--- config.mk ---
export PLATFORM = sky130hd
export DESIGN_NAME = dpc_queue
export DESIGN_NICKNAME = d
export VERILOG_FILES = /design/src/rtl/dpc_pkg.sv /design/src/rtl/dpc_queue.sv
export SDC_FILE = /design/constraint.sdc
export NUM_CORES = 1
export LEC_CHECK = 0
export BUFFER_PORTS_ARGS = -buffer_cell sky130_fd_sc_hd__buf_2
export CAP_MARGIN = 10
export CORE_ASPECT_RATIO = 0.9
export CORE_MARGIN = 2
export CORE_UTILIZATION = 50
export DETAILED_ROUTE_END_ITERATION = 6
export PLACE_DENSITY = 0.69
export SLEW_MARGIN = 20
export SYNTH_ARGS = -nofsm -noshare
export SYNTH_HDL_FRONTEND = slang
export SYNTH_SLANG_ARGS = --single-unit
--- constraint.sdc ---
create_clock -name clk_i -period 5.6 [get_ports clk_i]
set_clock_uncertainty 0.15 [all_clocks]
set_input_delay 0.28 -clock clk_i [delete_from_list [all_inputs] [get_ports clk_i]]
set_output_delay 0.28 -clock clk_i [all_outputs]
set_load 0.03 [all_outputs]
--- src/rtl/dpc_pkg.sv ---
package dpc_pkg;

  // Counter range of the column and row position counters
  localparam int unsigned CNT_WIDTH = 12;
  localparam int unsigned CNT_LIMIT = 4096;

  // Size of the queue between the front and the back end
  localparam int unsigned QUEUE_DEPTH = 4;
  localparam int unsigned QPTR_WIDTH  = $clog2(QUEUE_DEPTH);
  localparam int unsigned QCNT_WIDTH  = $clog2(QUEUE_DEPTH + 1);

  localparam int unsigned DEF_MAX_LINE_WIDTH   = 4096;
  localparam int unsigned DEF_MAX_FRAME_HEIGHT = 4096;

  // Register reset values
  localparam logic [23:0] RST_INV_FOCAL_X  = 24'd45599;
  localparam logic [23:0] RST_INV_FOCAL_Y  = 24'd45599;
  localparam logic [15:0] RST_CENTER_X     = 16'd4067;
  localparam logic [15:0] RST_CENTER_Y     = 16'd3268;
  localparam logic [12:0] RST_LINE_WIDTH   = 13'd512;
  localparam logic [12:0] RST_FRAME_HEIGHT = 13'd424;

  localparam logic [7:0] ALPHA_OPAQUE = 8'd255;

  // Offset magnitude (Q.4), product widths
  localparam int unsigned MAG_WIDTH   = 17;
  localparam int unsigned PROD1_WIDTH = MAG_WIDTH + 24;
  localparam int unsigned PROD2_WIDTH = PROD1_WIDTH + 16;
  localparam int unsigned FRAC_BITS   = 28;

  typedef enum logic [2:0] {
    CFG_INV_FOCAL_X  = 3'd0,
    CFG_INV_FOCAL_Y  = 3'd1,
    CFG_CENTER_X     = 3'd2,
    CFG_CENTER_Y     = 3'd3,
    CFG_LINE_WIDTH   = 3'd4,
    CFG_FRAME_HEIGHT = 3'd5
  } cfg_idx_e;

  typedef struct packed {
    logic [23:0] inv_focal_x;
    logic [23:0] inv_focal_y;
    logic [15:0] center_x;
    logic [15:0] center_y;
    logic [12:0] line_width;
    logic [12:0] frame_height;
  } cfg_t;

  typedef struct packed {
    logic [15:0] depth_mm;
    logic [7:0]  blue_in;
    logic [7:0]  green_in;
    logic [7:0]  red_in;
  } pixel_t;

  typedef struct packed {
    logic signed [31:0] x_mm;
    logic signed [31:0] y_mm;
    logic [15:0]        z_mm;
    logic               point_valid;
    logic [7:0]         blue_out;
    logic [7:0]         green_out;
    logic [7:0]         red_out;
    logic [7:0]         alpha_out;
    logic               row_end;
    logic               frame_end;
  } point_t;

  // Classified pixel handed from the front end to the back end
  typedef struct packed {
    logic [MAG_WIDTH-1:0] mag_x;
    logic                 neg_x;
    logic [MAG_WIDTH-1:0] mag_y;
    logic                 neg_y;
    logic [15:0]          depth;
    logic [7:0]           blue;
    logic [7:0]           green;
    logic [7:0]           red;
    logic                 row_end;
    logic                 frame_end;
  } work_t;

  typedef struct packed {
    logic                  full;
    logic                  empty;
    logic [QCNT_WIDTH-1:0] count;
  } queue_stat_t;

endpackage

--- src/rtl/dpc_queue.sv ---
module dpc_queue (
  input  logic                clk_i,
  input  logic                rst_ni,
  input  logic                push_i,
  input  dpc_pkg::work_t      entry_i,
  input  logic                pop_i,
  output dpc_pkg::work_t      entry_o,
  output dpc_pkg::queue_stat_t stat_o
);

  dpc_pkg::work_t mem [dpc_pkg::QUEUE_DEPTH];

  logic [dpc_pkg::QPTR_WIDTH-1:0] wr_q, wr_d, rd_q, rd_d;
  logic [dpc_pkg::QCNT_WIDTH-1:0] cnt_q, cnt_d;
  logic do_push, do_pop;

  assign stat_o.count = cnt_q;
  assign stat_o.empty = cnt_q == '0;
  assign stat_o.full  = cnt_q == dpc_pkg::QCNT_WIDTH'(dpc_pkg::QUEUE_DEPTH);
  assign do_push      = push_i && !stat_o.full;
  assign do_pop       = pop_i && !stat_o.empty;
  assign entry_o      = mem[rd_q];

  always_comb begin
    wr_d  = do_push ? wr_q + 1'b1 : wr_q;
    rd_d  = do_pop ? rd_q + 1'b1 : rd_q;
    cnt_d = cnt_q;
    if (do_push && !do_pop) begin
      cnt_d = cnt_q + 1'b1;
    end else if (do_pop && !do_push) begin
      cnt_d = cnt_q - 1'b1;
    end
  end

  always_ff @(posedge clk_i) begin
    if (do_push) begin
      mem[wr_q] <= entry_i;
    end
  end

  always_ff @(posedge clk_i or negedge rst_ni) begin
    if (!rst_ni) begin
      wr_q  <= '0;
      rd_q  <= '0;
      cnt_q <= '0;
    end else begin
      wr_q  <= wr_d;
      rd_q  <= rd_d;
      cnt_q <= cnt_d;
    end
  end

endmodule

[After elaboration in Yosys (flattened, before gate mapping)]
Memory sizes are Yosys's and may differ from the RTL's.
Index checks and enable logic that the tools add are counted.
Cells by class
  reduce and logical (&&, ||, !) cells: 10
  muxes and demuxes: 4
  equality and inequality tests: 1
  add/sub/neg operators: 4
Operator list (number)
  3-bit 2-to-1 mux: 2
  2-bit by 1-bit adder with 2-bit output, second input constant: 2
  1-bit logical AND: 4
  1-bit zero test: 4
  3-bit by 1-bit adder with 3-bit output, second input constant: 1
  3-bit == test, second input constant: 1
  3-bit zero test: 1
  3-bit by 1-bit subtractor with 3-bit output, second input constant: 1
  1-bit 2-to-1 mux: 2
  2-bit nonzero test: 1
Storage, ports and cells
  input bits: 82
  word-level logic and storage cells: 23
  register bits: 7
  memory bits (writable): 312
  memories kept: 1
Memory list
  mem: words 4, bits a word 78, read ports 1, clocked after memory_dff 0, wr ports 1, RTL line dpc_queue.sv:11  | dpc_pkg::work_t mem [dpc_pkg::QUEUE_DEPTH];

[Depth between registers and ports, before layout]
Gate-level depths: netlist (run 1).
  depth in word-level cells: 7
  depth in mapped cells: 9
  depth with buffers taken out: 8

[Worst setup path after synthesis (run 1)]
Ideal clock, no wire load.
  path kind: flip-flop to flip-flop
  from: reg cnt_q[0] (netlist name)
  to: mem mem[0][0] (netlist name), enable pin
  arrival: 2.905 ns
  path slack: 2.100 ns
  clock period less this slack: 3.500 ns
  data required time: 5.005 ns
  cell stages (with the launch flop): 5
  library setup time: 0.445 ns
  path through: dfrtp_1 nor3b_2 nor2b_1 buf_6 and2_1
RTL lines
  from (decl): RTL line dpc_queue.sv:14  | logic [dpc_pkg::QCNT_WIDTH-1:0] cnt_q, cnt_d;
  from (signal assigned): RTL line dpc_queue.sv:49  | cnt_q <= cnt_d;
  to (decl): RTL line dpc_queue.sv:11

==> results.sh, run 1 <==
export IMPL_outcome="finished clean"
export IMPL_seq_area_mm2=0.00955
export IMPL_clk_path_buf_depth=3
export IMPL_cp_data_required_time_ns=5.17
export IMPL_placedInstanceArea_mm2=0.0128
export IMPL_crit_arrival_ns=2.61
export IMPL_synth_cell_types=20
export IMPL_slew_violations=0
export IMPL_path_clk_slew_ns=0.06
export IMPL_root_buffer="clkbuf_16"
export IMPL_start_util_pct=50.7
export IMPL_synth_edf_count=312
export IMPL_die_area_mm2=0.0248
export IMPL_io_buffers=164
export IMPL_wl_per_cell_um=20.1
export IMPL_multiInputGateArea_mm2=0.00199
export IMPL_crit_family="buffers and inverters"
export IMPL_netlist_instances=444
export IMPL_hp_start="push_i"
export IMPL_r2r_end="mem[3][37]$_DFFE_PP_"
export IMPL_clk_insertion_delay_late_ns=0.54
export IMPL_crit_chain="buf_4 -> mux4_2 -> buf_2"
export IMPL_worstSetupPathType="reg -> out"
export IMPL_gp_congestion=0.704
export IMPL_ioPinCount=165
export IMPL_overflow=0
export IMPL_ant_nets=0
export IMPL_drv_cap=0
export IMPL_final_nets=798
export IMPL_first_pass_iters=5
export IMPL_fillers=1616
export IMPL_hold_viol=0
export IMPL_setup_worst_path_end_class="primary output"
export IMPL_p_per_area_mw_per_mm2=553
export IMPL_tns_ns=0
export IMPL_die_x_um=166
export IMPL_cts_setup_buffers=0
export IMPL_hold_path_class="in -> reg"
export IMPL_grt_pass1_wl_um=32700
export IMPL_cpPeakStageDelay_ns=0.75
export IMPL_antenna_found_initial=0
export IMPL_ctsResizeCount=0
export IMPL_design_core_area_mm2=0.0232
export IMPL_routed_wl_um=20900
export IMPL_grt_pass1_vias=5781
export IMPL_vias=5466
export IMPL_synth_top_area_share_pct=79.6
export IMPL_period_share_pct=54.2
export IMPL_power_mw=8.09
export IMPL_postLayoutCellArea_mm2=0.0146
export IMPL_diodes=0
export IMPL_synthArstFlopShare_pct=2.19
export IMPL_cts_sinks=319
export IMPL_htreeDepth=1
export IMPL_synth_flop_cell="edfxtp_1"
export IMPL_synthesis_area_mm2=0.0118
export IMPL_path_max_fanout=60
export IMPL_max_vdd_ir_drop_mv=0.458
export IMPL_synth_fp_nets=532
export IMPL_cp_start_kind="flop"
export IMPL_gr_usage_all_layers_pct=17.0
export IMPL_r2r_cells=4
export IMPL_cts_buffers_inserted=31
export IMPL_ys_top_cells_by_area="edfxtp_1 (80%), mux4_2 (15%), dfrtp_1 (1.5%)"
export IMPL_ys_ff_latch=319
export IMPL_seq_area_frac_synth_pct=81.1
export IMPL_period_needed_ns=3.04
export IMPL_vias_per_cell=5.28
export IMPL_yosysTopAreaCell="edfxtp_1"
export IMPL_hold_path_depth=3
export IMPL_die_y_um=150
export IMPL_cp_num_buf_inv=2
export IMPL_ys_warn_count=0
export IMPL_drtIter0Drc=447
export IMPL_grt_max_degree=61
export IMPL_dp_hpwl_um=12000
export IMPL_rr_startpoint="cnt_q[2]$_DFFE_PN0P_"
export IMPL_fmax_mhz=329
export IMPL_std_cell_rows=53
export IMPL_avgSynthCellArea_um2=26.5
export IMPL_layout_drive_gt1_share_pct=40.9
export IMPL_p_leak_nw=5.08
export IMPL_finalSetupViolCount=0
export IMPL_hold_path_end="wr_q[0]$_DFFE_PN0P_"
export IMPL_r2r_slack_ns=2.75
export IMPL_area_growth_pct=24.4
export IMPL_drc_errors=0
export IMPL_cp_slowest_cell="buf_4"
export IMPL_tightest_slew_ns=0.899
export IMPL_rsz0062_at_grt="no"
export IMPL_cts_tree="done"
export IMPL_slew_headroom_pct=40.1
## repair_timing
item	4_1_cts	5_1_grt
endpoints found under the hold margin	321	0
hold buffers	81	0
setup endpoints to repair	0	0
## per-stage QoR
step / util [%] / std cells / setup slack (ns) / hold WS, ns
after floorplan: - / 444 / 2.10 / -0.166
after global placement: 55.2 / 898 / 2.83 / -0.0298
after detailed placement: 55.2 / 898 / 2.73 / -0.0187
after CTS: 63.0 / 1036 / 2.46 / 0.0512
after global routing: 63.0 / 1036 / 2.36 / 0.107
final: 63.0 / 1036 / 2.56 / 0.0765
## flip-flops by register name (all words and copies together), names as in the netlist
| signal | cells |
|---|---|
| wr_q | 2 |
| cnt_q | 3 |
| mem | 312 |
| rd_q | 2 |
## layout make-up
cell class / instances / share of cell area, %
Clock inverter: 19 / 1.46
Timing Repair Buffer: 252 / 11.5
Clock buffer: 38 / 5.48
Tap cell: 302 / 2.58
Inverter: 4 / 0.103
Multi-Input combinational cell: 102 / 13.6
Sequential cell: 319 / 65.3
## metal layers
layer | up-vias | GRT usage [%] | part of all wire, %
met5 | - | 0 | 0
met4 | 0 | 3.57 | 1.6
met3 | 31 | 3.62 | 6.5
met2 | 191 | 27.7 | 48
met1 | 2806 | 24.2 | 43
li1 | 2438 | - | -
## synth_stat cells, types with 2 or more instances
cell type	count
edfxtp_1	312
mux4_2	78
buf_12	8
buf_2	8
dfrtp_1	7
ha_1	5
and2_1	4
inv_1	4
xnor2_1	4
buf_6	2
mux2_2	2
xor2_1	2
## worst max-delay path by stage
stage | startpoint | to | cells after the start
2_1_floorplan | cnt_q[0]$_DFFE_PN0P_ | mem[0][0]$_DFFE_PP_ | 4
3_3_place_gp | cnt_q[2]$_DFFE_PN0P_ | mem[0][34]$_DFFE_PP_ | 4
3_5_place_dp | cnt_q[2]$_DFFE_PN0P_ | mem[1][39]$_DFFE_PP_ | 4
4_1_cts | rd_q[0]$_DFFE_PN0P_ | entry_o[76] | 3
5_1_grt | rd_q[0]$_DFFE_PN0P_ | entry_o[76] | 3
6_report | rd_q[1]$_DFFE_PN0P_ | entry_o[7] | 3
## cells in the final DEF (no fill, tap or decap), types with 5 or more instances in the layout
master and count:
dfrtp_1 5, edfxtp_1 312, clkbuf_16 31, clkbuf_1 7, clkinv_2 5, clkinv_1 8
ha_1 5, dlygate4sd3_1 81, mux4_2 78, buf_4 7, buf_2 164, bufinv_16 5
## tightest hold or removal path: stages
cell	delay, ns
buf_2	0.09
nor2b_1	0.21
xnor2_1	0.15
## power breakdown
part	switching [mW]	internal, mW
Clock	0.815	1.24
Combinational	1.72	0.991
Sequential	0.160	3.16
## cells by family after synthesis
family        after synthesis  share of synthesized area [%]
fa+ha+maj                   6                          0.702
flops                     319                           81.1
xor+xnor                    6                          0.447
mux                        80                           15.1
buf+inv                    23                           2.08
simple gates               10                          0.532
No activity file was read; power rests on OpenSTA's default activity.
==> run 2, diff against run 1 <==
clock period = 3.14 ns   (was 5.6 ns; I/O delays follow)
==> results.sh, run 2 (synthesis gave the netlist of run 1 again) <==
export IMPL_outcome="finished clean"
export IMPL_std_cell_rows=53
export IMPL_grt_max_degree=57
export IMPL_pwr_share_clk_pct=24.4
export IMPL_cts_setup_buffers=0
export IMPL_design_core_area_mm2=0.0232
export IMPL_cp_num_buf_inv=2
export IMPL_cts_tree="done"
export IMPL_hold_path_depth=2
export IMPL_p_int_mw=9.55
export IMPL_die_area_mm2=0.0248
export IMPL_gp_congestion=0.734
export IMPL_ant_nets=0
export IMPL_slew_headroom_pct=60.4
export IMPL_path_clk_slew_ns=0.06
export IMPL_regMostFlops="mem"
export IMPL_hold_path_class="in -> reg"
export IMPL_cp_data_required_time_ns=2.83
export IMPL_area_growth_pct=25.4
export IMPL_io_buffers=164
export IMPL_rsz0062_at_grt="no"
export IMPL_die_y_um=150
export IMPL_crit_chain="buf_4 -> mux4_2 -> buf_2"
export IMPL_cp_start_kind="flop"
export IMPL_vias_per_cell=5.29
export IMPL_start_util_pct=50.7
export IMPL_drv_cap=0
export IMPL_place_inst=908
export IMPL_layout_drive_gt1_share_pct=41.3
export IMPL_wl_per_cell_um=21.1
export IMPL_overflow=0
export IMPL_die_x_um=166
export IMPL_clk_path_buf_depth=3
export IMPL_p_sw_mw=4.91
export IMPL_tightest_slew_ns=0.594
export IMPL_drc_errors=0
export IMPL_postLayoutCellArea_mm2=0.0148
export IMPL_hold_viol=0
export IMPL_clk_insertion_delay_late_ns=0.49
export IMPL_grt_pass1_wl_um=34500
export IMPL_p_seq_share_pct=41.2
export IMPL_gr_usage_all_layers_pct=18.3
export IMPL_p_leak_nw=5.14
export IMPL_r2r_cells=4
export IMPL_routed_wl_um=22200
export IMPL_first_pass_iters=6
export IMPL_vias=5566
export IMPL_top_regs="mem x312, cnt_q x3"
export IMPL_slew_violations=0
export IMPL_period_share_pct=83.0
export IMPL_period_needed_ns=2.61
export IMPL_fmax_mhz=384
export IMPL_cp_slowest_cell="dfrtp_4"
export IMPL_post_route_util_pct=63.6
export IMPL_instances_no_fill=1053
export IMPL_tns_ns=0
export IMPL_dp_hpwl_um=13600
export IMPL_grt_pass1_vias=6064
export IMPL_largest_register_ffs=312
export IMPL_crit_arrival_ns=2.30
export IMPL_cts_sinks=319
export IMPL_crit_family="flip-flops"
export IMPL_switching_share_pct=33.9
export IMPL_cp_depth=3
export IMPL_final_nets=812
export IMPL_whs_ns=0.271
export IMPL_placedInstanceArea_mm2=0.0129
export IMPL_max_vdd_ir_drop_mv=0.808
export IMPL_antenna_found_initial=3
export IMPL_setup_worst_path_end_class="primary output"
export IMPL_worstSetupPathType="reg -> out"
export IMPL_htreeDepth=2
export IMPL_cpPeakStageDelay_ns=0.80
export IMPL_p_per_area_mw_per_mm2=980
export IMPL_ioPinCount=165
export IMPL_layout_commonest_cell="edfxtp_1"
export IMPL_layout_common_cells="edfxtp_1 (312), buf_2 (164), dlygate4sd3_1 (82), mux4_2 (78), clkbuf_16 (35)"
export IMPL_finalSetupViolCount=0
export IMPL_cts_buffers_inserted=34
export IMPL_pwr_share_comb_pct=34.5
export IMPL_drtIter0Drc=465
export IMPL_path_max_fanout=37
export IMPL_root_buffer="clkbuf_16"
==> run 2: cell count changes in the layout (fill, tap and decap cells not counted) <==
cell,delta
buf_12,+5
buf_4,+5
bufinv_16,-5
clkbuf_1,+4
clkbuf_16,+4
clkinv_1,+1
diode_2,+2
dlygate4sd3_1,+1
==> run 2: cell type report <==
cell class / count / area (µm²)
fill: 1584 / 8460
timing repair buffer: 263 / 1830
antenna: 2 / 5.00
clock inverter: 15 / 67.6
tap: 302 / 378
multi-input combinational: 102 / 1990
inverter: 4 / 15.0
clock buffer: 46 / 917
sequential: 319 / 9550
==> run 2: metrics by stage <==
stage | power (mW) | worst slack, ns
floorplan | 9.72 | 0.492
global placement | 10.9 | 0.799
detailed placement | 11.0 | 0.675
CTS | 14.7 | 0.469
global route | 15.1 | 0.423
finish | 14.5 | 0.533
==> run 2: worst reg2reg max path: stages (launching register included) <==
cell and delay, ns:
dfrtp_1 0.41, nor3b_2 0.18, nor2b_1 0.45, and2_4 0.60, buf_4 0.34
==> run 2: metal layers <==
layer	vias up	share of wire (%)	global-route usage, %	routed length (µm)
met4	2	1.2	4.22	268
met1	2900	43	25.3	9580
li1	2465	-	-	-
met2	173	50	30.1	11000
met5	-	0.059	0	13
met3	26	6.0	4.65	1330
==> run 2: final timing paths <==
path / start / endpoint / slack (ns)
worst max-delay path: rd_q[1]$_DFFE_PN0P_ / entry_o[68] / 0.53
worst min-delay path: entry_i[56] / mem[2][56]$_DFFE_PP_ / 0.27
worst max register to register: cnt_q[2]$_DFFE_PN0P_ / mem[2][46]$_DFFE_PP_ / 0.70
worst min register to register: cnt_q[2]$_DFFE_PN0P_ / cnt_q[2]$_DFFE_PN0P_ / 0.37
max in group asynchronous: rst_ni / rd_q[0]$_DFFE_PN0P_ / 2.09
min in group asynchronous: rst_ni / cnt_q[0]$_DFFE_PN0P_ / 0.47
==> run 2: repair_timing <==
action | in CTS | in global routing
hold endpoints to repair | 322 | 0
hold buffers | 82 | 0
resized for setup | 0 | 0
==> run 2: power groups by stage <==
stage	Sequential, mW	Combinational, mW	Clock (mW)
CTS	5.96	5.09	3.62
detailed placement	6.04	5.00	0
floorplan	5.90	3.81	0
finish	5.95	4.98	3.53
global route	6.02	5.30	3.79
global placement	5.98	4.96	0
