==> src/rtl/dpc_pkg.sv <==
package dpc_pkg;

  // Counter range of the column and row position counters
  localparam int unsigned CNT_WIDTH = 12;
  localparam int unsigned CNT_LIMIT = 4096;

  // Size of the queue between the front and the back end
  localparam int unsigned QUEUE_DEPTH = 4;
  localparam int unsigned QPTR_WIDTH  = $clog2(QUEUE_DEPTH);
  localparam int unsigned QCNT_WIDTH  = $clog2(QUEUE_DEPTH + 1);

  localparam int unsigned DEF_MAX_LINE_WIDTH   = 4096;
  localparam int unsigned DEF_MAX_FRAME_HEIGHT = 4096;

  // Register reset values
  localparam logic [23:0] RST_INV_FOCAL_X  = 24'd45599;
  localparam logic [23:0] RST_INV_FOCAL_Y  = 24'd45599;
  localparam logic [15:0] RST_CENTER_X     = 16'd4067;
  localparam logic [15:0] RST_CENTER_Y     = 16'd3268;
  localparam logic [12:0] RST_LINE_WIDTH   = 13'd512;
  localparam logic [12:0] RST_FRAME_HEIGHT = 13'd424;

  localparam logic [7:0] ALPHA_OPAQUE = 8'd255;

  // Offset magnitude (Q.4), product widths
  localparam int unsigned MAG_WIDTH   = 17;
  localparam int unsigned PROD1_WIDTH = MAG_WIDTH + 24;
  localparam int unsigned PROD2_WIDTH = PROD1_WIDTH + 16;
  localparam int unsigned FRAC_BITS   = 28;

  typedef enum logic [2:0] {
    CFG_INV_FOCAL_X  = 3'd0,
    CFG_INV_FOCAL_Y  = 3'd1,
    CFG_CENTER_X     = 3'd2,
    CFG_CENTER_Y     = 3'd3,
    CFG_LINE_WIDTH   = 3'd4,
    CFG_FRAME_HEIGHT = 3'd5
  } cfg_idx_e;

  typedef struct packed {
    logic [23:0] inv_focal_x;
    logic [23:0] inv_focal_y;
    logic [15:0] center_x;
    logic [15:0] center_y;
    logic [12:0] line_width;
    logic [12:0] frame_height;
  } cfg_t;

  typedef struct packed {
    logic [15:0] depth_mm;
    logic [7:0]  blue_in;
    logic [7:0]  green_in;
    logic [7:0]  red_in;
  } pixel_t;

  typedef struct packed {
    logic signed [31:0] x_mm;
    logic signed [31:0] y_mm;
    logic [15:0]        z_mm;
    logic               point_valid;
    logic [7:0]         blue_out;
    logic [7:0]         green_out;
    logic [7:0]         red_out;
    logic [7:0]         alpha_out;
    logic               row_end;
    logic               frame_end;
  } point_t;

  // Classified pixel handed from the front end to the back end
  typedef struct packed {
    logic [MAG_WIDTH-1:0] mag_x;
    logic                 neg_x;
    logic [MAG_WIDTH-1:0] mag_y;
    logic                 neg_y;
    logic [15:0]          depth;
    logic [7:0]           blue;
    logic [7:0]           green;
    logic [7:0]           red;
    logic                 row_end;
    logic                 frame_end;
  } work_t;

  typedef struct packed {
    logic                  full;
    logic                  empty;
    logic [QCNT_WIDTH-1:0] count;
  } queue_stat_t;

endpackage

==> src/rtl/dpc_front.sv <==
module dpc_front #(
  parameter int unsigned MAX_LINE_WIDTH   = dpc_pkg::DEF_MAX_LINE_WIDTH,
  parameter int unsigned MAX_FRAME_HEIGHT = dpc_pkg::DEF_MAX_FRAME_HEIGHT
) (
  input  logic           clk_i,
  input  logic           rst_ni,
  input  dpc_pkg::cfg_t  cfg_i,
  input  logic           in_valid_i,
  output logic           in_ready_o,
  input  dpc_pkg::pixel_t in_data_i,
  input  logic           queue_full_i,
  output logic           push_o,
  output dpc_pkg::work_t entry_o
);

  localparam int unsigned WLIM =
    (MAX_LINE_WIDTH < dpc_pkg::CNT_LIMIT) ? MAX_LINE_WIDTH : dpc_pkg::CNT_LIMIT;
  localparam int unsigned HLIM =
    (MAX_FRAME_HEIGHT < dpc_pkg::CNT_LIMIT) ? MAX_FRAME_HEIGHT : dpc_pkg::CNT_LIMIT;
  localparam logic [12:0] WLIM_V = 13'(WLIM);
  localparam logic [12:0] HLIM_V = 13'(HLIM);

  logic [dpc_pkg::CNT_WIDTH-1:0] col_q, col_d, row_q, row_d;
  logic [12:0] w_eff, h_eff;
  logic [dpc_pkg::CNT_WIDTH-1:0] last_col, last_row;
  logic rend, fend, accept;
  logic signed [17:0] diff_x, diff_y;

  assign in_ready_o = !queue_full_i;
  assign accept     = in_valid_i && in_ready_o;
  assign push_o     = accept;

  // Clamp the frame size to at least one and to the counter range
  always_comb begin
    if (cfg_i.line_width == 13'd0) begin
      w_eff = 13'd1;
    end else if (cfg_i.line_width > WLIM_V) begin
      w_eff = WLIM_V;
    end else begin
      w_eff = cfg_i.line_width;
    end
    if (cfg_i.frame_height == 13'd0) begin
      h_eff = 13'd1;
    end else if (cfg_i.frame_height > HLIM_V) begin
      h_eff = HLIM_V;
    end else begin
      h_eff = cfg_i.frame_height;
    end
  end

  assign last_col = dpc_pkg::CNT_WIDTH'(w_eff - 13'd1);
  assign last_row = dpc_pkg::CNT_WIDTH'(h_eff - 13'd1);
  assign rend     = col_q >= last_col;
  assign fend     = rend && (row_q >= last_row);

  always_comb begin
    col_d = col_q;
    row_d = row_q;
    if (accept) begin
      if (rend) begin
        col_d = '0;
        row_d = fend ? '0 : row_q + 1'b1;
      end else begin
        col_d = col_q + 1'b1;
      end
    end
  end

  always_ff @(posedge clk_i or negedge rst_ni) begin
    if (!rst_ni) begin
      col_q <= '0;
      row_q <= '0;
    end else begin
      col_q <= col_d;
      row_q <= row_d;
    end
  end

  // Signed Q.4 offset from the principal point, split into sign and magnitude
  assign diff_x = $signed({2'b00, col_q, 4'b0000}) - $signed({2'b00, cfg_i.center_x});
  assign diff_y = $signed({2'b00, row_q, 4'b0000}) - $signed({2'b00, cfg_i.center_y});

  always_comb begin
    entry_o.neg_x     = diff_x[17];
    entry_o.neg_y     = diff_y[17];
    entry_o.mag_x     = dpc_pkg::MAG_WIDTH'(diff_x[17] ? -diff_x : diff_x);
    entry_o.mag_y     = dpc_pkg::MAG_WIDTH'(diff_y[17] ? -diff_y : diff_y);
    entry_o.depth     = in_data_i.depth_mm;
    entry_o.blue      = in_data_i.blue_in;
    entry_o.green     = in_data_i.green_in;
    entry_o.red       = in_data_i.red_in;
    entry_o.row_end   = rend;
    entry_o.frame_end = fend;
  end

endmodule

==> config.mk <==
export PLATFORM = sky130hd
export DESIGN_NAME = dpc_front
export DESIGN_NICKNAME = d
export VERILOG_FILES = /design/src/rtl/dpc_pkg.sv /design/src/rtl/dpc_front.sv
export SDC_FILE = /design/constraint.sdc
export NUM_CORES = 1
export LEC_CHECK = 0
export BUFFER_PORTS_ARGS = -buffer_cell sky130_fd_sc_hd__buf_2
export CAP_MARGIN = 20
export CORE_ASPECT_RATIO = 0.6
export CORE_MARGIN = 5
export CORE_UTILIZATION = 52
export CTS_CLUSTER_DIAMETER = 100
export DETAILED_ROUTE_END_ITERATION = 8
export PLACE_DENSITY = 0.95
export SYNTH_ARGS = -nofsm -noshare
export SYNTH_HDL_FRONTEND = slang
export SYNTH_SLANG_ARGS = --single-unit
==> constraint.sdc <==
create_clock -name clk_i -period 11.2 [get_ports clk_i]
set_input_delay 0.56 -clock clk_i [delete_from_list [all_inputs] [get_ports clk_i]]
set_output_delay 0.56 -clock clk_i [all_outputs]
set_load 0.01 [all_outputs]
Yosys cells after proc, flatten, opt, wreduce, memory -nomap -nowiden:

Index checks and enable logic that the tools add are counted.

* add/subtract/negate cells: 8
* $mul: 0
* div/mod/pow operators: 0
* magnitude comparators: 4
* equality and inequality tests: 0
* shift operators: 0
* multiplexer cells: 8
* bitwise gates (word level): 0
* reductions and logical operators: 6

Operators with widths (number)
* $mux 12: 6
* $mux 17: 2
* $neg 17->17: 2
* $sub 16x16->17: 2
* $gt 13x13->1 const B: 2
* $logic_not 13->1: 2
* $add 12x1->12 const B: 2
* $ge 12x12->1: 2
* $sub 12x1->12 const B: 2
* $logic_and 1x1->1: 2
* $reduce_and 2->1: 1
* $logic_not 1->1: 1

* bits in registers: 24
* bits in latches: 0
* RAM bits: 0
* bits in read-only memories: 0
* input bits: 150
* memories kept: 0

Longest topological paths before layout:

Gate-level depths: netlist of the first run.

* depth after elaboration: 7
* depth in mapped cells: 20
* depth with buffers taken out: 18

Worst setup path before layout of the first run:

Ideal clock, no wire load.

* path type: input to output
* from: input cfg_i[2] in the netlist's numbering
* to: output entry_o[0] in the netlist's numbering
* arrival: 4.231 ns
* data required time: 10.640 ns
* path slack: 6.409 ns
* stages on the path: 18
* path buffers: 3
* cell sequence: nor4_1 nor4bb_1 nand2_1 nor2_1 o21bai_1 ha_1 clkbuf_1 nor2b_1 a31oi_1 o21ai_0 ha_1 nand4_1 o31ai_1 a31oi_1 o21ai_0 clkbuf_1 and2_1 buf_4

* cells in the longest elaborated chain, start to end: 6

RTL lines
* start: declaration: RTL line dpc_front.sv:7 `input dpc_pkg::cfg_t cfg_i,`
* $gt 13x13->1: RTL line dpc_front.sv:44 `end else if (cfg_i.frame_height > HLIM_V) begin`
* $mux 12: RTL line dpc_front.sv:44
* $mux 12 *: RTL line dpc_front.sv:42 `if (cfg_i.frame_height == 13'd0) begin`
* $sub 12x1->12 *: RTL line dpc_front.sv:52 `assign last_row = dpc_pkg::CNT_WIDTH'(h_eff - 13'd1);`
* $ge 12x12->1 *: RTL line dpc_front.sv:54 `assign fend = rend && (row_q >= last_row);`
* $logic_and 1x1->1 *: RTL line dpc_front.sv:54
* end: declaration: RTL line dpc_front.sv:13 `output dpc_pkg::work_t entry_o`

Mark *: on every way between the ends. The rest lies on a longest branch, timed or not.

==> results.cfg, run 1 <==
[status]
outcome = finished clean

[pwr]
p_comb_share_pct = 58.3
max-vdd-ir-drop_uv = 68.7
p_clk_share_pct = 19.9
power.switching_fraction_pct = 43.4
cell_internal_pwr_mw = 0.291
power.share.sequential_pct = 21.9
switching_power_mw = 0.223
power_density_nw_per_um2 = 100
leakagePower_nw = 2.53

[final_layout]
final_nets = 893
filler_cell_count = 837
layout.cells.most_common_list = sky130_fd_sc_hd__buf_2, sky130_fd_sc_hd__ha_1, sky130_fd_sc_hd__inv_1, sky130_fd_sc_hd__nor2_1, sky130_fd_sc_hd__xnor2_1
final_core_utilization_pct = 56.5
multi_input_comb_area_um2 = 3580
regArea_um2 = 601
antenna_cells_inserted = 0
final-instance-count-excl-fill = 804
finished_layout_cell_area_um2 = 5130
fraction_of_layout_cells_with_a_size_suffix_above_1_pct = 18.3
synthToLayoutAreaGrowth_pct = 7.10
mostFrequentLayoutCell = sky130_fd_sc_hd__buf_2

[synthesis]
postSynthAreaPerCell_um2 = 7.47
postSynth.topFlopCell = sky130_fd_sc_hd__dfrtp_1
ys.warnings.count = 0
netlist_top_cells_area = sky130_fd_sc_hd__ha_1, sky130_fd_sc_hd__dfrtp_1, sky130_fd_sc_hd__xnor2_1
cell_taking_the_most_area_after_synthesis = sky130_fd_sc_hd__ha_1
synth_edf_count = 0
ys_seq_elements = 24
async_reset_ff_share_pct = 100
synth.net_count = 846
synth.cell_area_um2 = 4790
netlist-cell-type-count = 71
synth_top_area_share_pct = 14.1
share_of_the_yosys_chip_area_belonging_to_registers_pct = 12.5
netlist_instances = 642

[timing]
final_hold_slack_ps = 277
clock_skew_ps = 4.01
hold_violations = 0
worstMarginPinSlew_ps = 795
setup_total_negative_slack_ps = 0
fmax_ghz = 0.189
relSlewSlack_pct = 47.0
period_share_pct = 47.3
fin_crit_ps = 5300
slew_violations = 0
grt_setup_unrepaired = no
setup-violations-final = 0

[clock_network]
clock_pin_slew_worst_setup_and_hold_paths_ps = 60
cts_max_path_buffers = 2
cts_root_buf = sky130_fd_sc_hd__clkbuf_16
cts_hold_buffers = 0
cts-buffers-inserted = 3
clock_latency_ps = 260
numClockSinks = 24
cts.htree.levels = 1
cts_repair_resize_count = 0
cts_tree = done
post_cts_setup_buffer_count = 0

[grt]
grt_start_max_net_pins = 25
global_route_wire_length_before_repair_mm = 19.9
grt_pass1_vias = 4197
grtUsageTotal_pct = 20.6
globalRouteOverflowTotal = 0
number_of_antenna_violations_at_the_first_check_in_global_routing = 0

[drt]
route.detailed.wl_per_inst_um = 15.3
vias_per_cell = 5.90
drtPass1Iterations = 5
postRouteWirelength_mm = 12.3
drt_first_iter_violations = 380
vias = 4743
drcViolationCount = 0
ant_nets = 0

[floorplan]
die_h_um = 84.4
floorplan.die_area_um2 = 11300
fp.dieW_um = 134
coreArea_um2 = 9090
initial_core_util_pct = 52.8
ioPinCount = 230
rows = 27

[worst_setup_path]
worst-endpoint-arrival_ps = 4740
worstPathMaxFanout = 15
crit_path_top_delay_cell = sky130_fd_sc_hd__nor4_1
worst_ep_required_time_ps = 10640
critical_path.max_stage_delay_ps = 570
sort_of_element_at_the_end_of_the_critical_path = primary output
worst_setup_path_start_kind = input pin
critical_path.cell_chain = buf_2 > nor4_1 > nor4bb_1 > nand2_1 > nor2_1 > o21bai_1 > ha_1 > nor2b_1 > a31oi_1 > o21ai_0 > ha_1 > nand4_1 > o31ai_1 > a31oi_1 > o21ai_0 > buf_4 > and2_1 > buf_2
timing.setup.critical_path_class = in -> out
critical-path-top-delay-family = simple AND/OR/NAND/NOR gates
cp.buffers_inverters = 3

[placement]
place.detailed.instances = 800
placer_congestion_estimate = 0.959
numPortBuffers = 101
dp.final_hpwl_mm = 10.2
postPlaceCellArea_um2 = 5030

[flow_run]
cap_viol_max_count = 0

[hold_path]
timing.hold.worst.class = in -> async
## power by group through the flow
stage | registers (mW) | clock network [mW] | logic [mW]
2_1_floorplan | 0.105 | 0 | 0.227
3_3_place_gp | 0.112 | 0 | 0.286
3_5_place_dp | 0.113 | 0 | 0.294
4_1_cts | 0.111 | 0.104 | 0.296
5_1_grt | 0.113 | 0.108 | 0.331
6_report | 0.112 | 0.102 | 0.299
## state kept, by name (all words and copies together) (netlist names)
name and cells:
row_q 12, col_q 12
## final timing paths
kind / startpoint / endpoint / slack (ps) / cells after the start
worst max-delay path: cfg_i[2] / entry_o[0] / 5900 / 18
worst min-delay path: rst_ni / col_q[10]$_DFFE_PN0P_ / 280 / 1
worst max register to register: col_q[0]$_DFFE_PN0P_ / row_q[9]$_DFFE_PN0P_ / 7840 / 10
worst min register to register: col_q[6]$_DFFE_PN0P_ / col_q[6]$_DFFE_PN0P_ / 600 / 2
max in group asynchronous: rst_ni / row_q[0]$_DFFE_PN0P_ / 10570 / 1
min in group clk_i: col_q[6]$_DFFE_PN0P_ / col_q[6]$_DFFE_PN0P_ / 600 / 2
## cell type report
class	instances	share of cell area, %
repair buffers	102	9.99
inverters	50	3.65
clock inverters	1	0.585
flip-flops and latches	24	11.7
multi-input cells	508	69.8
clock buffers	3	1.46
well taps	116	2.83
## metal layers
| layer | vias to the layer above | track usage (%) | wire length [um] |
|---|---|---|---|
| met1 | 2193 | 31.1 | 6060 |
| met3 | 20 | 3.53 | 892 |
| met4 | 0 | 4.11 | 181 |
| li1 | 2351 | - | - |
| met5 | - | 0 | 0 |
| met2 | 179 | 30.7 | 5190 |
## worst register-to-register path: stages, from the launching register on
cell                       delay (ps)
sky130_fd_sc_hd__dfrtp_1          560
sky130_fd_sc_hd__inv_1             80
sky130_fd_sc_hd__ha_1             280
sky130_fd_sc_hd__nand2b_1          90
sky130_fd_sc_hd__a21oi_1           70
sky130_fd_sc_hd__o21ai_0          170
sky130_fd_sc_hd__a31oi_1          100
sky130_fd_sc_hd__o211ai_1         630
sky130_fd_sc_hd__and2_0           740
sky130_fd_sc_hd__o21ai_0          270
sky130_fd_sc_hd__a22o_1           250
## kinds of logic after synthesis
kind of cell               after synthesis  synth area share, %
and+or+nand+nor                        214                 23.3
AOI/OAI and AO/OA                      164                 23.3
buffers and inverters                  110                 12.7
xor gates and xnor gates                73                 13.3
adders and majority gates               54                 14.1
DFF                                     24                 12.5
muxes                                    3                0.652
## metrics by stage
stage	total power [mW]	setup WS, ps
2_1_floorplan	0.332	6410
3_3_place_gp	0.398	5960
3_5_place_dp	0.407	5920
4_1_cts	0.511	5910
5_1_grt	0.552	5460
6_report	0.514	5900
## Yosys cell counts, drive strengths merged (9+ instances only)
cell type / number
clkbuf: 11
xor2: 24
buf: 49
nor2b: 10
a31oi: 10
nand3: 15
dfrtp: 24
and3: 9
xnor2: 49
nand2: 48
ha: 54
o31ai: 11
nand2b: 10
a21o: 15
nor3: 19
o21ai: 33
a21oi: 40
nor2: 49
inv: 50
nor4: 10
No activity file was read; power rests on OpenSTA's default activity.
==> run 2, diff against run 1 <==
ABC_AREA = 1   (was unset)
CORE_UTILIZATION = 45   (was 52)
PLACE_DENSITY = 0.91   (was 0.95)
clock period = 4.4 ns   (was 11.2 ns; I/O delays follow)
==> results.cfg, run 2 <==
[drt]
vias_per_cell = 4.86
drt_first_iter_violations = 356
drcViolationCount = 0
route.detailed.wl_per_inst_um = 11.7
drtPass1Iterations = 5
ant_nets = 0
postRouteWirelength_mm = 13.7
vias = 5702

[synthesis]
synth.cell_area_um2 = 5460
ys.warnings.count = 0
synth_edf_count = 0
share_of_the_yosys_chip_area_belonging_to_registers_pct = 11.0
netlist-cell-type-count = 36
async_reset_ff_share_pct = 100
cell_taking_the_most_area_after_synthesis = sky130_fd_sc_hd__nand2_1
synth_top_cells_by_count = sky130_fd_sc_hd__nand2_1, sky130_fd_sc_hd__inv_1, sky130_fd_sc_hd__nor2_1, sky130_fd_sc_hd__nand3_1, sky130_fd_sc_hd__ha_1
yosysMostFrequentCell = sky130_fd_sc_hd__nand2_1
postSynthAreaPerCell_um2 = 5.73
synth.net_count = 1158
netlist_instances = 954
postSynth.topFlopCell = sky130_fd_sc_hd__dfrtp_1
synth_top_area_share_pct = 21.0
netlist_top_cells_area = sky130_fd_sc_hd__nand2_1, sky130_fd_sc_hd__ha_1, sky130_fd_sc_hd__inv_1
ys_seq_elements = 24

[worst_setup_path]
critical_path.cell_chain = buf_2 > nor4_1 > nand2_1 > nand2_1 > nand2_1 > ha_1 > nand3_1 > xor2_1 > inv_1 > ha_1 > nand2_1 > inv_1 > nand3_1 > a31oi_1 > nor2b_1 > nand2_1 > nand2_1 > inv_1 > buf_2
critical_path.max_stage_delay_ps = 360
worst_setup_path_start_kind = input pin
critical-path-top-delay-family = simple AND/OR/NAND/NOR gates
worst-endpoint-arrival_ps = 3350
sort_of_element_at_the_end_of_the_critical_path = primary output
critical-path-top-cell-by-count = sky130_fd_sc_hd__nand2_1
cp.buffers_inverters = 5
worst_ep_required_time_ps = 4180
crit_path_top_delay_cell = sky130_fd_sc_hd__nand2_1
worstPathMaxFanout = 15
timing.setup.critical_path_class = in -> out

[grt]
grt_start_max_net_pins = 25
grtUsageTotal_pct = 18.4
global_route_wire_length_before_repair_mm = 23.1
grt_pass1_vias = 5135
globalRouteOverflowTotal = 0
number_of_antenna_violations_at_the_first_check_in_global_routing = 0

[pwr]
total_power_mw = 1.70
leakagePower_nw = 3.55
power_density_nw_per_um2 = 288
max-vdd-ir-drop_uv = 133

[timing]
slew_violations = 0
grt_setup_unrepaired = no
clock_skew_ps = 7.43
fmax_ghz = 0.280
relSlewSlack_pct = 65.3
setup-violations-final = 0
worstMarginPinSlew_ps = 520
hold_violations = 0
fin_crit_ps = 3570
setup_total_negative_slack_ps = 0
period_share_pct = 81.0

[final_layout]
layout.cells.most_common_list = sky130_fd_sc_hd__nand2_1, sky130_fd_sc_hd__inv_1, sky130_fd_sc_hd__buf_2, sky130_fd_sc_hd__nor2_1, sky130_fd_sc_hd__nand3_1
reg_top3 = col_q (12), row_q (12)
antenna_cells_inserted = 0
filler_cell_count = 1244
final_nets = 1213
mostFrequentLayoutCell = sky130_fd_sc_hd__nand2_1
synthToLayoutAreaGrowth_pct = 7.74
fraction_of_layout_cells_with_a_size_suffix_above_1_pct = 14.0

[placement]
placer_congestion_estimate = 0.929
numPortBuffers = 101
dp.final_hpwl_mm = 11.9

[clock_network]
cts.htree.levels = 1
cts_tree = done
post_cts_setup_buffer_count = 0
clock_latency_ps = 260
numClockSinks = 24
cts-buffers-inserted = 3
cts_root_buf = sky130_fd_sc_hd__clkbuf_16
cts_max_path_buffers = 2
clock_pin_slew_worst_setup_and_hold_paths_ps = 60

[floorplan]
rows = 31
coreArea_um2 = 12000
fp.dieW_um = 152
initial_core_util_pct = 45.6
floorplan.die_area_um2 = 14500
ioPinCount = 230
die_h_um = 95.3

[status]
outcome = finished clean

[hold_path]
timing.hold.worst.class = in -> reg

[flow_run]
cap_viol_max_count = 0
[run 2: final timing paths]
path	start	endpoint	slack (ps)	depth (start not counted)
min	queue_full_i	col_q[0]$_DFFE_PN0P_	320	3
max in group asynchronous	rst_ni	col_q[4]$_DFFE_PN0P_	3570	2
min in group asynchronous	rst_ni	row_q[0]$_DFFE_PN0P_	470	2
max	cfg_i[22]	entry_o[0]	830	19
max reg2reg	col_q[0]$_DFFE_PN0P_	row_q[4]$_DFFE_PN0P_	1930	12
min reg2reg	col_q[11]$_DFFE_PN0P_	col_q[11]$_DFFE_PN0P_	610	2
[run 2: layout make-up]
type,count,area (um^2),area share (%)
inverter,165,619,10.5
multi-input combinational,713,3850,65.5
sequential,24,601,10.2
timing repair buffer,102,515,8.76
tap,165,206,3.51
clock buffer,4,88.8,1.51
[run 2: kinds of logic after synthesis]
| kind of cell | Yosys count | synth area share [%] |
|---|---|---|
| AOI/OAI and AO/OA | 71 | 7.35 |
| DFF | 24 | 11.0 |
| xor gates and xnor gates | 53 | 8.50 |
| adders and majority gates | 54 | 12.4 |
| buffers and inverters | 217 | 18.4 |
| and+or+nand+nor | 535 | 42.4 |
[run 2: per-stage QoR]
| stage | utilization (%) | setup slack, ps | area (um^2) | cells | hold slack, ps |
|---|---|---|---|---|---|
| 3_5_place_dp | 48.3 | 629 | 5790 | 1168 | 226 |
| 3_3_place_gp | 48.3 | 794 | 5790 | 1168 | 223 |
| 6_report | 49.1 | 835 | 5890 | 1173 | 321 |
| 2_1_floorplan | - | 1480 | 5460 | 954 | -75.6 |
| 4_1_cts | 49.1 | 812 | 5890 | 1173 | 320 |
| 5_1_grt | 49.1 | 382 | 5890 | 1173 | 353 |
[run 2: report_power, final]
group	switching (mW)	total, mW	internal (mW)
registers	0.0717	0.331	0.259
clock network	0.0760	0.215	0.139
logic	0.722	1.15	0.429
total	0.870	1.70	0.827
[run 2: timing repair]
item	CTS	global route
hold endpoints to repair	24	0
gates resized for setup	0	0
hold buffers	1	0
endpoints found under the setup margin	0	0
[run 2: tightest hold or removal path, cell delays in order]
cell,delay (ps)
sky130_fd_sc_hd__buf_2,110
sky130_fd_sc_hd__nor2_4,70
sky130_fd_sc_hd__o21ai_0,130
[run 2: routing by layer]
metal	vias to the layer above	part of all wire (%)	track usage, %
met4	0	2.1	4.94
met2	188	38	27.3
li1	3053	-	-
met5	-	0	0
met3	31	8.0	2.45
met1	2430	51	27.9
==> run 3, diff against run 2 <==
ABC_AREA = 0   (was 1)
CORE_UTILIZATION = 48   (was 45)
PLACE_DENSITY = 0.95   (was 0.91)
clock period = 3.65 ns   (was 4.4 ns; I/O delays follow)
==> results.cfg, run 3 (synthesis results as in run 1) <==
[status]
outcome = finished clean

[drt]
drcViolationCount = 0
vias_per_cell = 5.89
ant_nets = 0
postRouteWirelength_mm = 13.8
drt_first_iter_violations = 371
route.detailed.wl_per_inst_um = 15.8
drtPass1Iterations = 5
vias = 5158

[floorplan]
initial_core_util_pct = 48.9
fp.dieW_um = 139
ioPinCount = 230
floorplan.die_area_um2 = 12200
die_h_um = 87.4
coreArea_um2 = 9810
rows = 28

[timing]
fin_crit_ps = 3550
hold_violations = 0
slew_violations = 0
period_share_pct = 97.1
setup-violations-final = 0
fmax_ghz = 0.282
grt_setup_unrepaired = yes
worstMarginPinSlew_ps = 559
relSlewSlack_pct = 62.7
clock_skew_ps = 2.13

[worst_setup_path]
worst-endpoint-arrival_ps = 3700
worst-r2r-setup-slack_ps = 1060
crit_path_top_delay_cell = sky130_fd_sc_hd__or4_4
worst_ep_required_time_ps = 3800
cp.buffers_inverters = 2
critical-path-top-delay-family = simple AND/OR/NAND/NOR gates
worstPathMaxFanout = 9
timing.setup.critical_path_class = in -> reg
worst-r2r-cell-count = 12
worst_setup_path_start_kind = input pin
critical_path.cell_chain = buf_2 > or4_4 > or3_4 > nor2_2 > o21bai_2 > ha_4 > buf_12 > and3b_1 > a311o_1 > ha_1 > nand4_1 > o211ai_1 > and2_1 > o21ai_0 > a22o_1
critical_path.max_stage_delay_ps = 520
sort_of_element_at_the_end_of_the_critical_path = register
crit_cells = 15

[grt]
number_of_antenna_violations_at_the_first_check_in_global_routing = 0
global_route_wire_length_before_repair_mm = 21.5
grt_start_max_net_pins = 25
globalRouteOverflowTotal = 0
grtUsageTotal_pct = 20.8
grt_pass1_vias = 4648

[final_layout]
final_core_utilization_pct = 58.9
fraction_of_layout_cells_with_a_size_suffix_above_1_pct = 28.6
layout.cells.most_common_list = sky130_fd_sc_hd__buf_2, sky130_fd_sc_hd__ha_1, sky130_fd_sc_hd__inv_1, sky130_fd_sc_hd__xnor2_1, sky130_fd_sc_hd__buf_4
final_nets = 946
mostFrequentLayoutCell = sky130_fd_sc_hd__buf_2
reg_top3 = col_q (12), row_q (12)
synthToLayoutAreaGrowth_pct = 20.6
antenna_cells_inserted = 0
finished_layout_cell_area_um2 = 5780

[clock_network]
cts.htree.levels = 1
cts_tree = done
cts_max_path_buffers = 2
numClockSinks = 24
cts-buffers-inserted = 3
cts_root_buf = sky130_fd_sc_hd__clkbuf_16
clock_latency_ps = 260
clock_pin_slew_worst_setup_and_hold_paths_ps = 60

[hold_path]
timing.hold.worst.class = in -> out
hold_path_depth = 0

[placement]
postPlaceCellArea_um2 = 5430
placer_congestion_estimate = 0.931
numPortBuffers = 101
dp.final_hpwl_mm = 10.8

[flow_run]
cap_viol_max_count = 0

[pwr]
power_density_nw_per_um2 = 298
switching_power_mw = 0.757
leakagePower_nw = 2.84
power.share.sequential_pct = 19.8
p_clk_share_pct = 18.6
max-vdd-ir-drop_uv = 177
p_comb_share_pct = 61.6
power.switching_fraction_pct = 44.0
cell_internal_pwr_mw = 0.964
-- run 3: cell count changes in the layout (fill, tap and decap cells not counted), sizes merged, moves of 10 or more --
cell	before	now
nand4	23	5
a21o	0	15
nand2	319	48
buf	101	154
o31ai	0	11
xor2	35	24
inv	165	50
nand3	74	15
nor2	95	49
nand2b	0	10
xnor2	18	49
-- run 3: power by group through the flow --
stage	registers, mW	logic (mW)	clock network, mW
after floorplan	0.323	0.701	0
after global placement	0.340	0.935	0
after detailed placement	0.341	0.973	0
after CTS	0.337	0.984	0.319
after global routing	0.345	1.16	0.328
final	0.341	1.06	0.319
-- run 3: metal layers --
metal  up-vias  GRT usage [%]  routed length, um
met4         0           5.06                294
li1       2457              -                  -
met5         -              0                  0
met1      2386           30.1               6360
met2       274           33.1               5940
met3        41           2.52               1210
-- run 3: final timing paths --
check,start,endpoint
max,cfg_i[23],row_q[8]$_DFFE_PN0P_
min,in_data_i[13],entry_o[15]
max reg2reg,row_q[0]$_DFFE_PN0P_,row_q[8]$_DFFE_PN0P_
min reg2reg,row_q[1]$_DFFE_PN0P_,row_q[1]$_DFFE_PN0P_
max in group asynchronous,rst_ni,row_q[11]$_DFFE_PN0P_
min in group asynchronous,rst_ni,col_q[4]$_DFFE_PN0P_
-- run 3: area by class of cell --
class,count,area [um^2]
Clock inverter,1,30.0
Clock buffer,3,75.1
Fill cell,866,4030
Inverter,50,188
Sequential cell,24,601
Tap cell,135,169
Multi-Input combinational cell,508,3760
Timing Repair Buffer,155,960
-- run 3: metrics by stage --
| stage | total power, mW | setup TNS [ps] | setup slack [ps] | hold slack, ps | instances |
|---|---|---|---|---|---|
| after floorplan | 1.02 | -110 | -38.3 | -113 | 642 |
| after global placement | 1.27 | -2750 | -167 | 188 | 861 |
| after detailed placement | 1.31 | -4940 | -319 | 191 | 861 |
| after CTS | 1.64 | 0 | 22.0 | 365 | 869 |
| after global routing | 1.83 | -234 | -95.4 | 365 | 876 |
| final | 1.72 | 0 | 104 | 365 | 876 |
-- run 3: timing repair --
action                                  4_1_cts  5_1_grt
hold buffers                                  1        0
endpoints found under the setup margin        8       35
pin swaps                                    10       19
endpoints found under the hold margin        24        0
resized for setup                             2       40
setup buffers                                 3        7
